<file path="src/hdl/tdcp_pkg.sv">
`timescale 1ns / 1ps

package tdcp_pkg;

    localparam int NUM_POS  = 12;
    localparam int IN_W     = 16;
    localparam int AXIS_W   = 8;
    localparam int SCORE_W  = 16;
    localparam int POS_W    = 4;
    localparam int BEST_W   = 14;
    localparam int GROUP_SZ = 4;
    localparam int NUM_GRP  = NUM_POS / GROUP_SZ;

    typedef logic signed [IN_W-1:0]    sample_t;
    typedef logic signed [AXIS_W-1:0]  axis_t;
    typedef logic signed [SCORE_W-1:0] score_t;
    typedef logic [POS_W-1:0]          pos_t;
    typedef logic [NUM_POS-1:0]        mask_t;

    typedef struct packed {
        score_t score;
        pos_t   pos;
    } cand_t;

    // Unit vectors scaled to radius 64, position 0 along +X, 30 degree steps CCW
    localparam axis_t DIR_X [NUM_POS] = '{
        8'sd64, 8'sd55, 8'sd32, 8'sd0, -8'sd32, -8'sd55,
        -8'sd64, -8'sd55, -8'sd32, 8'sd0, 8'sd32, 8'sd55
    };
    localparam axis_t DIR_Y [NUM_POS] = '{
        8'sd0, 8'sd32, 8'sd55, 8'sd64, 8'sd55, 8'sd32,
        8'sd0, -8'sd32, -8'sd55, -8'sd64, -8'sd55, -8'sd32
    };

    localparam pos_t LED_OFFSET = 4'd3;
    localparam pos_t LED_WRAP   = 4'd15;   // 3 + 12

    // Truncating divide by 256
    function automatic axis_t scale_axis(input sample_t v);
        sample_t adj;
        begin
            adj = v[IN_W-1] ? sample_t'(v + sample_t'(255)) : v;
            return axis_t'(adj >>> 8);
        end
    endfunction

    // Higher index wins only when strictly greater, so ties keep the lower one
    function automatic cand_t pick(input cand_t lo, input cand_t hi);
        begin
            return (hi.score > lo.score) ? hi : lo;
        end
    endfunction

    function automatic pos_t ring_led_of(input pos_t p);
        begin
            return (p <= LED_OFFSET) ? pos_t'(LED_OFFSET - p) : pos_t'(LED_WRAP - p);
        end
    endfunction

endpackage

</file>
<file path="src/hdl/tilt_direction_to_clock_position_unit.sv">
`timescale 1ns / 1ps
// Channel   Signals                                        Handshake
// input     accel_x, accel_y                               start && !busy
// result    clock_position, ring_led, led_onehot,          valid (one-cycle strobe)
//           best_score, no_positive_score
//
// Five-stage pipeline: scale, twelve constant-coefficient dot products,
// two compare levels within groups of four, final compare, LED decode.
// One transaction per cycle.
// busy is held low: the result side never stalls, so nothing backs up.
// rst_n clears the stage valid bits only.
module tilt_direction_to_clock_position_unit (
    input  logic                   clk,
    input  logic                   rst_n,
    input  logic                   start,
    output logic                   busy,
    input  tdcp_pkg::sample_t      accel_x,
    input  tdcp_pkg::sample_t      accel_y,
    output logic                   valid,
    output tdcp_pkg::pos_t         clock_position,
    output tdcp_pkg::pos_t         ring_led,
    output tdcp_pkg::mask_t        led_onehot,
    output logic [tdcp_pkg::BEST_W-1:0] best_score,
    output logic                   no_positive_score
);
    import tdcp_pkg::*;

    logic  [4:0] vld_reg;
    axis_t       sx_reg, sy_reg;
    score_t      score_reg [NUM_POS];
    cand_t       grp_reg   [NUM_GRP];
    cand_t       grp_next  [NUM_GRP];
    cand_t       win_reg;
    cand_t       win_next;
    logic        nopos_reg;
    pos_t        pos_out_reg;
    pos_t        led_reg;
    mask_t       mask_reg;
    logic [BEST_W-1:0] best_reg;
    logic        nopos_out_reg;

    assign busy = 1'b0;

    always_ff @(posedge clk or negedge rst_n)
    begin
        if (!rst_n)
        begin
            vld_reg <= '0;
        end
        else
        begin
            vld_reg <= {vld_reg[3:0], start & ~busy};
        end
    end

    always_comb
    begin
        cand_t a, b;
        for (int g = 0; g < NUM_GRP; g++)
        begin
            a.score = score_reg[g*GROUP_SZ];
            a.pos   = pos_t'(g*GROUP_SZ);
            b.score = score_reg[g*GROUP_SZ+1];
            b.pos   = pos_t'(g*GROUP_SZ+1);
            a = pick(a, b);
            b.score = score_reg[g*GROUP_SZ+2];
            b.pos   = pos_t'(g*GROUP_SZ+2);
            begin
                cand_t c;
                c.score = score_reg[g*GROUP_SZ+3];
                c.pos   = pos_t'(g*GROUP_SZ+3);
                b = pick(b, c);
            end
            grp_next[g] = pick(a, b);
        end
    end

    always_comb
    begin
        win_next = grp_reg[0];
        for (int g = 1; g < NUM_GRP; g++)
        begin
            win_next = pick(win_next, grp_reg[g]);
        end
    end

    always_ff @(posedge clk)
    begin
        sx_reg <= scale_axis(accel_x);
        sy_reg <= scale_axis(accel_y);

        for (int i = 0; i < NUM_POS; i++)
        begin
            score_reg[i] <= score_t'(score_t'(sx_reg) * score_t'(DIR_X[i]))
                          + score_t'(score_t'(sy_reg) * score_t'(DIR_Y[i]));
        end

        for (int g = 0; g < NUM_GRP; g++)
        begin
            grp_reg[g] <= grp_next[g];
        end

        // no positive score falls back to position 0, score 0
        if (win_next.score > score_t'(0))
        begin
            win_reg   <= win_next;
            nopos_reg <= 1'b0;
        end
        else
        begin
            win_reg   <= '0;
            nopos_reg <= 1'b1;
        end

        pos_out_reg   <= win_reg.pos;
        led_reg       <= ring_led_of(win_reg.pos);
        mask_reg      <= mask_t'(1) << ring_led_of(win_reg.pos);
        best_reg      <= win_reg.score[BEST_W-1:0];
        nopos_out_reg <= nopos_reg;
    end

    assign valid             = vld_reg[4];
    assign clock_position    = pos_out_reg;
    assign ring_led          = led_reg;
    assign led_onehot        = mask_reg;
    assign best_score        = best_reg;
    assign no_positive_score = nopos_out_reg;

endmodule
</file>
<file path="config.mk">
export PLATFORM = sky130hd
export DESIGN_NAME = tilt_direction_to_clock_position_unit
export DESIGN_NICKNAME = d
export VERILOG_FILES = /design/src/hdl/tdcp_pkg.sv /design/src/hdl/tilt_direction_to_clock_position_unit.sv
export SDC_FILE = /design/constraint.sdc
export NUM_CORES = 1
export LEC_CHECK = 0
export ABC_AREA = 1
export BUFFER_PORTS_ARGS = -buffer_cell sky130_fd_sc_hd__clkbuf_2
export CAP_MARGIN = 25
export CORE_MARGIN = 4
export CORE_UTILIZATION = 50
export CTS_BUF_LIST = sky130_fd_sc_hd__clkbuf_4
export CTS_CLUSTER_SIZE = 20
export DETAILED_ROUTE_END_ITERATION = 8
export GPL_TIMING_DRIVEN = 1
export PLACE_DENSITY = 0.65
export SLEW_MARGIN = 15
export SYNTH_ARGS = -nofsm -noshare
export SYNTH_HDL_FRONTEND = slang
export SYNTH_SLANG_ARGS = --single-unit
</file>
<file path="constraint.sdc">
create_clock -name clk -period 12.7 [get_ports clk]
set_input_delay 2.54 -clock clk [delete_from_list [all_inputs] [get_ports clk]]
set_output_delay 2.54 -clock clk [all_outputs]
set_load 0.005 [all_outputs]
</file>
# Word level (Yosys, flattened, before mapping)
# Memory sizes are Yosys's and may differ from the RTL's.
# Index checks and enable logic that the tools add are counted.
[word_totals] output_inout_bits=37 reg_bits=75 memories=2 mem_bits_rw=252 word_cells=64 in_bits=35
[memory_table] name="score_reg" words=12 width=16 read_ports=12 rd_clocked_by_memory_dff=0 wr=12 line_no="tilt_direction_to_clock_position_unit.sv:30" rtl="score_t score_reg [NUM_POS];"
[memory_table] name="grp_reg" words=3 width=20 read_ports=3 rd_clocked_by_memory_dff=0 wr=3 line_no="tilt_direction_to_clock_position_unit.sv:31" rtl="cand_t grp_reg [NUM_GRP];"
[op_classes] muxes=15 multipliers=4 magnitude_cmp=13 n_addsub=16 shift=1
[op_table] cell="$mux W20" n=11
[op_table] cell="$gt A16 B16 Y1" n=11
[op_table] cell="$mul A8 B7 Y15 const B" n=4
[op_table] cell="$add A13 B15 Y16" n=2
[op_table] cell="$add A15 B13 Y16" n=2
[op_table] cell="$add A15 B16 Y16" n=2
[op_table] cell="$add A16 B15 Y16" n=2
[op_table] cell="$add A16 B9 Y16 const B" n=2
[op_table] cell="$mux W15" n=2
[op_table] cell="$neg A8 Y11" n=2
[op_table] cell="$neg A8 Y10" n=2
[op_table] cell="$gt A16 B1 Y1 const B" n=1
[op_table] cell="$shl A1 B4 Y12 const A" n=1
[op_table] cell="$le A4 B2 Y1 const B" n=1
[op_table] cell="$mux W4" n=1
[op_table] cell="$sub A2 B4 Y4 const A" n=1
[op_table] cell="$sub A4 B4 Y4 const A" n=1
[op_table] cell="$mux W1" n=1

# Logic depth before layout (Yosys ltp)
# Gate-level depths: netlist of the first run.
# An unclocked memory read counts as a cell.
[logic_depth] depth_word=7 ltp_mapped=37 depth_no_buf=34

# Worst setup path after synthesis of the first run
# No wires, ideal clock.
[synth_timing] path_type="register to register" startpoint="reg sx_reg[7]" endpoint="mem score_reg[2][63] (netlist name)" setup_ns=0.109 period_less_slack_ns=5.620 slack_ns=7.080 path_stages_with_launch=25 arrival_ns=5.511 cell_sequence="dfxtp_1 > buf_2 > clkinv_1 > ha_1 > inv_1 > fa_1 > inv_1 > fa_1 > fa_1 > ha_1 > nand2_1 > nand2_1 > a21oi_1 > xnor2_1 > ha_1 > a21oi_1 > inv_1 > a31oi_1 > o21ai_0 > a21oi_1 > o21bai_1 > xor2_1 > nand3b_1 > nand2_1 > inv_1"
[synth_lines] element="start, declared" line_no="tilt_direction_to_clock_position_unit.sv:29" rtl="axis_t sx_reg, sy_reg;"
[synth_lines] element="start signal, assigned" line_no="tilt_direction_to_clock_position_unit.sv:89" rtl="sx_reg <= scale_axis(accel_x);"
[synth_lines] element="end, declared" line_no="tilt_direction_to_clock_position_unit.sv:30"

==> results of run 1 <==
final cells by class:
cell class,instances,area (sq um),area share
Multi-Input combinational cell,1661,12030,0.5832
Sequential cell,257,5170,0.2507
Inverter,400,1501,0.07280
Clock buffer,98,735.7,0.03567
Tap cell,504,630.6,0.03058
Timing Repair Buffer,77,410.4,0.01990
Clock inverter,26,145.1,0.007037
Antenna cell,1,2.502,0.0001213
per-layer routing:
metal  vias to the layer above  routed length, um  share of wire
met2                       346              24430           0.48
li1                       7965                  -              -
met1                      7073              21900           0.43
met4                         0               2467          0.049
met3                       112               1775          0.035
met5                         -                  0              0
synth_stat cells (6+ instances only):
cell type,number
nand2_1,432
inv_1,398
ha_1,354
dfxtp_1,252
o21ai_0,175
a21oi_1,141
nor2_1,113
xor2_1,113
nand3_1,68
fa_1,54
xnor2_1,48
nand4_1,45
clkbuf_1,20
o21a_1,17
o21bai_1,17
nor3_1,16
nor4_1,14
a21o_1,11
a211oi_1,7
o2111ai_1,6
through the flow:
| step | setup WS (ns) | instance area [sq um] |
|---|---|---|
| 2_1_floorplan | 7.080 | 18870 |
| 3_3_place_gp | 6.723 | 19730 |
| 3_5_place_dp | 6.631 | 19730 |
| 4_1_cts | 6.625 | 20610 |
| 5_1_grt | 6.234 | 20620 |
| 6_report | 6.586 | 20620 |
worst min path at each step:
| stage | slack (ns) | end | from | cells after the start |
|---|---|---|---|---|
| after CTS | 0.33 | best_score[3]$_DFF_P_ | win_reg[7]$_SDFF_PP0_ | 0 |
| after detailed placement | 0.31 | best_score[11]$_DFF_P_ | win_reg[15]$_SDFF_PP0_ | 0 |
| final | 0.32 | best_score[3]$_DFF_P_ | win_reg[7]$_SDFF_PP0_ | 0 |
| after floorplan | 0.31 | best_score[0]$_DFF_P_ | win_reg[4]$_SDFF_PP0_ | 0 |
| after global placement | 0.31 | best_score[4]$_DFF_P_ | win_reg[8]$_SDFF_PP0_ | 0 |
| after global routing | 0.33 | best_score[3]$_DFF_P_ | win_reg[7]$_SDFF_PP0_ | 0 |
cells by family (layout without fill, tap and decap cells):
family                   after synthesis  after routing  share of synthesized area
AO/OA/AOI/OAI                        390            390                     0.1140
XOR/XNOR                             161            161                    0.07473
adder cells (fa/ha/maj)              408            408                     0.2920
buffers and inverters                432            601                    0.08846
flip-flops                           257            257                     0.2740
other                                  1              2                  0.0001987
AND/OR/NAND/NOR                      701            701                     0.1566
==> run metrics, run 1 <==
reg2reg start=sx_reg[1]$_DFF_P_; Post-synth EDFFs=0; post-CTS setup buffer count=0; CP bufs+invs=5; H-tree levels=3; flop-to-flop setup slack=approximately 6.6 ns; final wirelength=between 50,000 and 60,000 um; Vias=15,496; most frequent cells in the layout=nand2_1 (432), inv_1 (398), ha_1 (354); Worst Setup Start Kind=flip-flop; yosys warns=0; fin cells=3,024; die height=202.3 um; Sum Neg Setup Slack=0 ns; Synth top area share=0.2674; clock-pin slew on the worst setup and hold paths=approximately 0.060 ns; Seq cells post-synth=roughly 260; critical path launch point=sx_reg[1]$_DFF_P_; Worst Path Max Fanout=9; layout cells sized above 1=0.07900; DR iter-0 viols=702; FF-to-FF End=score_reg[2][63]$_DFF_P_; CTS tree=done; Final Hold Fails=0; slowest CP cell=dfxtp_1; drt first pass iters=5; IO Pins=between 70 and 80; Cells after Synth=2,350; first-pass GRT wire length=~80,000 um; FF-to-FF path depth=22; CP max stage delay=0.73 ns; Peak Freq=roughly 160 MHz; largest area contributor in the netlist=dfxtp_1; Levels on crit path=22; status=finished, final reports clean; TritonCTS buffer count=73; Tot GR Track Use=0.2470; fin crit period=~6.1 ns; Vias/cell=~5; Largest register FFs=128; Rows=70; Most common cell on crit path=inv_1; number of routed nets with antenna violations=0; asr flop ratio synth=0.01946; Cell Chain, Critical Path=inv_1 -> ha_1 -> ha_1 -> inv_1 -> fa_1 -> fa_1 -> inv_1 -> ha_1 -> nand3_1 -> nand3_1 -> xor2_1 -> inv_1 -> fa_1 -> o21ai_0 -> a31oi_1 -> o21ai_0 -> a21oi_1 -> o21bai_1 -> xor2_1 -> nand3_1 -> nand2_1 -> inv_1; clk root buf=clkbuf_4; post-synthesis sequential area ratio=0.2740; hpwl dp=between 40,000 and 50,000 um; die area=approximately 41,000 sq um; WHS=0.3245 ns; CP top delay family=adder cells; grt peak-use layer=met2; Setup Viol. Count Final=0; gpl congestion=between 0.9 and 1; clock sinks=257; arrival time worst endpoint=6.76 ns; cts repair resizes=0; Longest Clk Path Bufs=3; Max-cap violations=0; Initial Util=0.5105; grt met2 use=0.4309; met3 Resource Use GR=0.03273; Yosys cell types=43; worst endpoint required time=13.35 ns; port bufs=70; Post-Route Utilization=0.5580; synth top area cells=dfxtp_1 (27%), ha_1 (23%), nand2_1 (8.6%), inv_1 (7.9%), fa_1 (5.7%); Clock Skews=0.08642 ns; Syn Nets=around 2,800; # DRC=0; Synth-to-Final Area Change=9.310%; Critical Path End Type=flip-flop; antenna violations before repair=4; # hold bufs at CTS=0; vias in the first global route=roughly 16,000; Worst Max-Slew Pin Slew=about 0.98 ns; Core Box Area=36,960 sq um; # nets final=about 3,000; Mapped Area=18,870 sq um; Placed Instances=approximately 2,900; critical path class=reg2reg; Clock Latency Late Sink=0.77 ns; RSZ-0062 raised after global routing=no; drt wl/cell=16.73 um; FILL cells=~3,600; commonest non-fill, non-tap cell in the layout=nand2_1; met1 Usage GRT=0.2976; fin. max-slew vios=0; syn_area_per_cell=between 8 and 9 sq um; ys flop type=dfxtp_1; Relative slew margins=0.3472; Hold Path Class=reg2reg; Overflow after GRT=0; CP endpoint=score_reg[2][63]$_DFF_P_; Die W=202.3 um; largest net degree at the start of global routing=34; Tcrit/Tclk final=0.4814
Power of run 1 is left out: the tool's default activity adds up to more than one toggle a clock period on the data nets, which glitch-free logic cannot reach.
==> run 2: changes to the inputs <==
Clock period 12.7 ns to 6.4 ns, I/O delays scaled along.
==> run 2 against run 1 <==
Against the previous run: maximum frequency is 6.7% higher; die area stayed put; largest cell class unchanged; routed wire length is 0.56% higher; register-to-register slack worse by 5.9 ns; clock skew is 0.028 ns lower; count of clock-buffer cells in the layout is 3 lower; core utilization is 0.21 points higher; final area is 0.37% higher.
==> run metrics, run 2 (same netlist as run 1, synthesis figures left out) <==
layout cells sized above 1=0.08158 (+0.002585); FILL cells=3,550 (-1.0%); number of routed nets with antenna violations=0 (unchanged); port bufs=70 (unchanged); CTS tree=done; Final Hold Fails=0 (unchanged); fin crit period=5.730 ns (-0.3842 ns); post-CTS setup buffer count=0 (unchanged); Placed Instances=2,908 (+0.35%); Longest Clk Path Bufs=3 (unchanged); Worst Setup Start Kind=flip-flop; Die W=202.3 um (unchanged); hpwl dp=42,840 um (+0.57%); antenna violations before repair=3 (-1); DR WL met3=1961 um (+10%); highest metal used=met4; CP top delay family=adder cells; RSZ-0062 raised after global routing=no; min setup slack post-route=0.6702 ns (-5.916 ns); critical path launch point=sy_reg[5]$_DFF_P_; die area=40,910 sq um (unchanged); Worst Max-Slew Pin Slew=1.047 ns (+0.07089 ns); critical path class=reg2reg; Vias=15,390 (-0.68%); slowest CP cell=dfxtp_1; most frequent cells in the layout=nand2_1 (432), inv_1 (398), ha_1 (354); H-tree levels=3 (unchanged); Tcrit/Tclk final=0.8953 (+0.4139); Setup Viol. Count Final=0 (unchanged); Rows=70 (unchanged); WL met2=24,440 um (about the same); Clock Skews=0.05832 ns (-0.02810 ns); DR iter-0 viols=737 (+5.0%); die height=202.3 um (unchanged); IO Pins=72 (unchanged); arrival time worst endpoint=6.35 ns (-0.41 ns); commonest non-fill, non-tap cell in the layout=nand2_1; Hold Path Class=reg2reg; reg2reg start=sy_reg[5]$_DFF_P_; Vias/cell=5.078 (-0.91%); Most common cell on crit path=nand2_1; DP Worst Slack=0.6164 ns (-6.015 ns); clock-pin slew on the worst setup and hold paths=0.07 ns (about the same); Clock Latency Late Sink=0.74 ns (-0.03 ns); drt first pass iters=5 (unchanged); worst endpoint required time=7.02 ns (-6.33 ns); cts repair resizes=0 (unchanged); Max-cap violations=0 (unchanged); # nets final=2,922 (+0.31%); clock sinks=257 (unchanged); status=finished, final reports clean; clk root buf=clkbuf_4; Worst Path Max Fanout=8 (-1); TritonCTS buffer count=72 (-1.4%); fin. max-slew vios=0 (unchanged); Peak Freq=174.5 MHz (+6.7%); vias in the first global route=15,306 (-2.3%); Tot GR Track Use=0.2497 (+0.002696); # hold bufs at CTS=0 (unchanged); Initial Util=0.5105 (unchanged); drt wl/cell=16.78 um (+0.32%); largest net degree at the start of global routing=34 (unchanged); CP max stage delay=0.67 ns (-0.06 ns); Sum Neg Setup Slack=0 ns (unchanged); Overflow after GRT=0 (unchanged); fin cells=3,031 (+0.23%); first-pass GRT wire length=80,140 um (about the same); gpl congestion=0.9524 (+2.4%); Post-Route Utilization=0.5601 (+0.002065); Metal-1 WL=21,880 um (about the same); Relative slew margins=0.2994 (-0.04781); Synth-to-Final Area Change=9.715%; Core Box Area=36,960 sq um (unchanged); flop-to-flop setup slack=0.67 ns (-5.92 ns); critical hold path startpoint=win_reg[17]$_SDFF_PP0_; Critical Path End Type=flip-flop; CP bufs+invs=6 (+1); final wirelength=50,860 um (+0.56%); Largest register FFs=128 (unchanged); # DRC=0 (unchanged)
## run 2: path summary, 6_finish.rpt
check | cells past startpoint | end
worst min-delay path | 0 | best_score[13]$_DFF_P_
worst max-delay path | 25 | score_reg[1][15]$_DFF_P_
worst max register to register | 25 | score_reg[1][15]$_DFF_P_
max in group asynchronous | 1 | vld_reg[3]$_DFF_PN0_
min in group asynchronous | 1 | vld_reg[4]$_DFF_PN0_
worst min register to register | 0 | best_score[13]$_DFF_P_
## run 2: cell type report
type	count	area [sq um]	area share
sequential	257	5170	0.2497
timing repair buffer	87	485.5	0.02345
clock buffer	95	713.2	0.03445
inverter	400	1501	0.07253
antenna	2	5.005	0.0002418
multi-input combinational	1661	12030	0.5811
clock inverter	25	166.4	0.008039
tap	504	630.6	0.03046
## run 2: per-stage QoR
step	cell area [sq um]	hold slack [ns]
floorplan	18870	0.3096
global placement	19800	0.3113
detailed placement	19800	0.3136
CTS	20680	0.2979
global route	20700	0.3021
finish	20700	0.3096
## run 2: layer usage
metal	vias up	global-route usage
met2	324	0.4305
met5	-	0
met4	0	0.1210
met1	6979	0.3075
met3	110	0.03465
li1	7977	-
Power of run 2 is left out for the same reason.
